`src/rtl/deq_pkg.sv`:
```
// ----------------------------------------------------------------------------
// Double-ended queue package
// Shared widths, request and status codes, and the memory command type.
// ----------------------------------------------------------------------------
`timescale 1ns / 1ps
`default_nettype none

package deq_pkg;

  localparam int unsigned DataW        = 32;
  localparam int unsigned ModeW        = 3;
  localparam int unsigned PosW         = 8;
  localparam int unsigned StatusW      = 2;
  localparam int unsigned LenW         = 9;
  localparam int unsigned DepthDefault = 256;

  typedef enum logic [ModeW-1:0] {
    MODE_PUSH_FRONT = 3'd0,
    MODE_PUSH_BACK  = 3'd1,
    MODE_POP_FRONT  = 3'd2,
    MODE_POP_BACK   = 3'd3,
    MODE_PEEK_FRONT = 3'd4,
    MODE_PEEK_BACK  = 3'd5,
    MODE_READ_FRONT = 3'd6,
    MODE_READ_BACK  = 3'd7
  } mode_e;

  typedef enum logic [StatusW-1:0] {
    ST_OK    = 2'd0,
    ST_EMPTY = 2'd1,
    ST_FULL  = 2'd2,
    ST_RANGE = 2'd3
  } status_e;

  typedef struct packed {
    logic wr_en;
    logic rd_en;
  } mem_cmd_t;

endpackage

`default_nettype wire

```
`src/rtl/deq_ctrl.sv`:
```
// ----------------------------------------------------------------------------
// Double-ended queue pointer control
// Holds head and occupancy, decodes a request into a slot access and status.
// ----------------------------------------------------------------------------
`timescale 1ns / 1ps
`default_nettype none

module deq_ctrl #(
  parameter  int unsigned Depth = deq_pkg::DepthDefault,
  localparam int unsigned AddrW = (Depth > 1) ? $clog2(Depth) : 1
) (
  input  logic                       clk_i,
  input  logic                       rst_ni,
  input  logic                       accept_i,
  input  deq_pkg::mode_e             mode_i,
  input  logic [deq_pkg::PosW-1:0]   position_i,
  output deq_pkg::mem_cmd_t          cmd_o,
  output logic [AddrW-1:0]           addr_o,
  output deq_pkg::status_e           status_o,
  output logic [deq_pkg::LenW-1:0]   length_o
);
  import deq_pkg::*;

  localparam int unsigned CntW = $clog2(Depth + 1);
  localparam int unsigned CmpW = (CntW > PosW) ? CntW : PosW;
  localparam logic [CntW-1:0]  DepthC = CntW'(Depth);
  localparam logic [AddrW:0]   DepthA = (AddrW + 1)'(Depth);
  localparam logic [AddrW-1:0] LastIdx = AddrW'(Depth - 1);

  logic [AddrW-1:0] head_q, head_d;
  logic [CntW-1:0]  occ_q, occ_d;
  logic [CntW-1:0]  offset;
  logic [AddrW:0]   sum;
  logic [AddrW-1:0] slot;
  logic             full, empty, in_range, acc;
  mem_cmd_t         cmd;
  status_e          status;

  assign full     = (occ_q == DepthC);
  assign empty    = (occ_q == '0);
  assign in_range = (CmpW'(position_i) < CmpW'(occ_q));

  // Distance from the front of the element this request touches.
  always_comb begin
    case (mode_i) inside
      MODE_PUSH_BACK:                 offset = occ_q;
      MODE_POP_BACK, MODE_PEEK_BACK:  offset = occ_q - 1'b1;
      MODE_READ_FRONT:                offset = CntW'(position_i);
      MODE_READ_BACK:                 offset = occ_q - 1'b1 - CntW'(position_i);
      default:                        offset = '0;
    endcase
  end

  // Head plus distance stays below twice the depth, so one subtract wraps it.
  assign sum  = (AddrW + 1)'(head_q) + (AddrW + 1)'(AddrW'(offset));
  assign slot = (sum >= DepthA) ? AddrW'(sum - DepthA) : AddrW'(sum);

  always_comb begin
    head_d = head_q;
    occ_d  = occ_q;
    cmd    = '0;
    addr_o = slot;
    status = ST_OK;
    unique case (mode_i) inside
      MODE_PUSH_FRONT: begin
        if (full) begin
          status = ST_FULL;
        end else begin
          head_d     = (head_q == '0) ? LastIdx : head_q - 1'b1;
          addr_o     = head_d;
          cmd.wr_en  = 1'b1;
          occ_d      = occ_q + 1'b1;
        end
      end
      MODE_PUSH_BACK: begin
        if (full) begin
          status = ST_FULL;
        end else begin
          cmd.wr_en = 1'b1;
          occ_d     = occ_q + 1'b1;
        end
      end
      MODE_POP_FRONT, MODE_PEEK_FRONT: begin
        if (empty) begin
          status = ST_EMPTY;
        end else begin
          cmd.rd_en = 1'b1;
          if (mode_i == MODE_POP_FRONT) begin
            head_d = (head_q == LastIdx) ? '0 : head_q + 1'b1;
            occ_d  = occ_q - 1'b1;
          end
        end
      end
      MODE_POP_BACK, MODE_PEEK_BACK: begin
        if (empty) begin
          status = ST_EMPTY;
        end else begin
          cmd.rd_en = 1'b1;
          if (mode_i == MODE_POP_BACK) begin
            occ_d = occ_q - 1'b1;
          end
        end
      end
      MODE_READ_FRONT, MODE_READ_BACK: begin
        if (!in_range) begin
          status = ST_RANGE;
        end else begin
          cmd.rd_en = 1'b1;
        end
      end
      default: begin
        status = ST_OK;
      end
    endcase
  end

  assign acc      = accept_i;
  assign cmd_o    = acc ? cmd : '0;
  assign status_o = status;
  assign length_o = LenW'(occ_d);

  always_ff @(posedge clk_i or negedge rst_ni) begin
    if (!rst_ni) begin
      head_q <= '0;
      occ_q  <= '0;
    end else if (acc) begin
      head_q <= head_d;
      occ_q  <= occ_d;
    end
  end

  a_occ_bound: assert property (@(posedge clk_i) disable iff (!rst_ni)
    occ_q <= DepthC) else $error("occupancy above depth");

  a_head_bound: assert property (@(posedge clk_i) disable iff (!rst_ni)
    head_q <= LastIdx) else $error("head index outside the buffer");

  a_full_push_holds: assert property (@(posedge clk_i) disable iff (!rst_ni)
    acc && full && (mode_i == MODE_PUSH_FRONT || mode_i == MODE_PUSH_BACK)
    |=> $stable(occ_q) && $stable(head_q))
    else $error("refused push changed the pointers");

endmodule

`default_nettype wire

```
`config.mk`:
```
export PLATFORM = sky130hd
export DESIGN_NAME = deq_ctrl
export DESIGN_NICKNAME = d
export VERILOG_FILES = /design/src/rtl/deq_pkg.sv /design/src/rtl/deq_ctrl.sv
export SDC_FILE = /design/constraint.sdc
export NUM_CORES = 1
export LEC_CHECK = 0
export ABC_AREA = 1
export BUFFER_PORTS_ARGS = -buffer_cell sky130_fd_sc_hd__buf_2
export CAP_MARGIN = 20
export CORE_MARGIN = 2
export CORE_UTILIZATION = 54
export CTS_BUF_LIST = sky130_fd_sc_hd__clkbuf_8
export CTS_CLUSTER_DIAMETER = 120
export DETAILED_ROUTE_END_ITERATION = 10
export HOLD_SLACK_MARGIN = 0.12
export PLACE_DENSITY = 0.75
export SYNTH_ARGS = -nofsm -noshare
export SYNTH_HDL_FRONTEND = slang
export SYNTH_SLANG_ARGS = --single-unit
export TNS_END_PERCENT = 50
```
`constraint.sdc`:
```
create_clock -name clk_i -period 4.3 [get_ports clk_i]
set_input_delay 0.43 -clock clk_i [delete_from_list [all_inputs] [get_ports clk_i]]
set_output_delay 0.43 -clock clk_i [all_outputs]
set_load 0.05 [all_outputs]
```
==> reports/results.ini <==
[sta]
setup_viol=0
fin_crit_ps=4180
max_freq_mhz=239
fin_worst_skew_ps=8.16
rsz0062_at_grt=true
min_period_over_period=0.972
drv_slew=0
layout_setup_ws_ps=119
tightest_slew_ps=836
setup_tns_ps=0
hold_viol=0
maxSlewHeadroom=0.440

[setup_path]
cp_data_arrival_time_ps=3750
cp-start-kind=register
rr_startpoint=occ_q[1]
reg2reg_depth=13
path_depth=28
cp_slowest_cell=dfrtp_2
critical_path.max_fanout=6
r2r_slack_ps=2250
cpLargestDelayFamily=simple AND/OR/NAND/NOR gates
cp_slowest_stage_delay_ps=450
cp-endpoint=addr_o[7]
r2r_end=occ_q[3]
end_kind=output pin
crit_type=reg -> out
critPathLaunch=occ_q[2]
cp.required_ps=3870
crit_top_cell=nand2_1
crit_buf_inv=6

[pwr]
sw_frac_of_total=0.615
total_power_mw=2.91
worst_ir_drop_vdd_uv=469
p_int_mw=1.12
switching_power_mw=1.79
p_leak_nw=1.72
p_comb_frac=0.830
seq_power_share=0.128
clkPwrFrac=0.042
powerDensity_nw_per_um2=857

[layout]
drive_above_1_share=0.218
areaGrowthSynthToFinish_pct=16.7
fin_nets=542
fin_area_sq_um=3400
finish.utilization=0.661
antenna_cells=0

[cts]
htree_levels=1
cts_buffers=3
root_buffer=clkbuf_8
clkTransAtPathRegs_ps=70
cts_buffer_depth=2
clock-sinks=17
worstSkewPairLatency_ps=260
cts_tree=done

[global_route]
gr-total-overflow=0
grt_usage=0.296
antenna_found_initial=0
grt_max_degree=18
grt_pass1_vias=3092
grt_pass1_wl_um=14500

[drt]
vias_per_cell=5.70
vias=3228
drt_iter0_markers=313
firstDrtPassIters=5
wl_per_cell_um=15.8
drt_wl_total_um=8940
drc=0
drtAntennaViolNets=0

[placement]
dp_hpwl_um=6760
numPortBuffers=34
gp_congestion=0.935
dp_slack_ps=60.2
dpl_cell_area_sq_um=3130

[floorplanning]
pin_count=35
rows=26
die-area_sq_um=6000
core_sq_um=5140
die_y_um=77.4
start_util=0.566
fp.dieW_um=77.4

[logic_synthesis]
synth_edf_count=0
ys_seq_area_frac=0.146
ys_async_sr_fraction=1.00
ys_ff_latch=17
ys_types=48
syn_area_sq_um=2910
syn_avg_cell_area_sq_um=6.43
synth.net_count=498
ys.flop_type=dfrtp_1
yosys_warnings=0
synthCells=453

[min_path]
hp-start=accept_i
hold_class=in -> reg
whs_path_depth=2

[run]
cap_violations=0

[outcome]
status=completed

## synth_stat cells (2+ instances only)
| library cell | n | area [sq um] |
|---|---|---|
| a22oi_1 | 6 | 45.0 |
| fa_1 | 2 | 40.0 |
| or2_2 | 2 | 12.5 |
| nand2_4 | 2 | 22.5 |
| nand2_2 | 8 | 50.1 |
| nand3_2 | 3 | 30.0 |
| o21ai_2 | 3 | 26.3 |
| o22ai_1 | 4 | 25.0 |
| buf_4 | 2 | 15.0 |
| xnor2_1 | 5 | 43.8 |
| o2111ai_1 | 2 | 17.5 |
| inv_1 | 68 | 255 |
| xor2_1 | 10 | 87.6 |
| o221ai_1 | 2 | 17.5 |
| a31oi_1 | 4 | 25.0 |
| buf_6 | 4 | 45.0 |
| ha_1 | 29 | 363 |
| o211ai_1 | 2 | 15.0 |
| nor3_1 | 7 | 35.0 |
| nor2_1 | 36 | 135 |
| nor2_4 | 2 | 22.5 |
| nand2_1 | 95 | 357 |
| dfrtp_1 | 17 | 425 |
| nand3_1 | 37 | 185 |
| o21ai_0 | 33 | 165 |
| buf_2 | 5 | 25.0 |
| nand4_1 | 6 | 37.5 |
| a21oi_1 | 29 | 145 |
| o21ai_1 | 7 | 35.0 |
| inv_2 | 3 | 11.3 |
## routing by layer
layer / track usage / up-vias / routed length (um)
met5: 0 / - / 0
met4: 0.0643 / 0 / 105
met3: 0.0360 / 10 / 761
met2: 0.481 / 144 / 4120
met1: 0.421 / 1477 / 3950
li1: - / 1597 / -
## layout by cell type, fill, tap and decap left out, types with 2 or more instances in the layout
cell and instances:
xnor2_1 5, ha_1 22, a21oi_2 3, a31oi_1 3
o2111ai_1 2, nand3_2 4, nor3_1 7, dfrtp_1 16
buf_4 15, a21oi_1 26, ha_4 6, nand2_2 8
clkbuf_8 3, o21ai_0 28, o211ai_1 2, inv_1 64
o21ai_2 3, inv_2 7, buf_2 32, o21ai_1 12
nand2_1 93, xor2_1 10, nand4_1 6, nor2_1 35
fa_1 2, o221ai_1 2, o22ai_1 4, nand3_1 36
a31oi_2 2, nand2_4 4, or2_2 2, nor2_4 3
buf_6 3, a22oi_1 6
## per-stage QoR
step	hold WS, ps	cells
after floorplan	134	453
after global placement	388	552
after detailed placement	391	552
after CTS	557	558
after global routing	574	566
final	551	566
## sequential cells by signal (all words and copies together) (netlist names)
register  count
occ_q         9
head_q        8
## logic make-up after synthesis
logic type	count (synthesis)	share of synthesized area
multiplexers	1	0.00344
XOR/XNOR	15	0.0451
AND/OR/NAND/NOR	204	0.324
AO/OA/AOI/OAI	101	0.220
adder cells (fa/ha/maj)	31	0.138
buffers and inverters	84	0.124
flip-flops	17	0.146
## worst min-delay path by stage
| stage | endpoint |
|---|---|
| global route | occ_q[5] |
| global placement | occ_q[5] |
| CTS | occ_q[6] |
| detailed placement | occ_q[5] |
| finish | occ_q[6] |
| floorplan | head_q[0] |
## repair_timing
item,in CTS,in global routing
endpoints found under the setup margin,2,4
pin swaps,0,16
resized for setup,6,29
hold buffers,1,0
endpoints found under the hold margin,8,0
buffers inserted,1,8
## power by group through the flow
stage | Clock, mW | Combinational (mW) | Sequential (mW)
floorplan | 0 | 1.69 | 0.291
global placement | 0 | 2.07 | 0.362
detailed placement | 0 | 2.10 | 0.364
CTS | 0.122 | 2.14 | 0.363
global route | 0.129 | 2.64 | 0.385
finish | 0.122 | 2.42 | 0.372
## final cells by class
type,count,area [sq um]
multi-input combinational,352,2250
fill,506,1740
sequential,17,427
timing repair buffer,51,317
inverter,72,274
tap,70,87.6
clock buffer,3,41.3
clock inverter,1,3.75
Power figures use the tool's default switching activity.
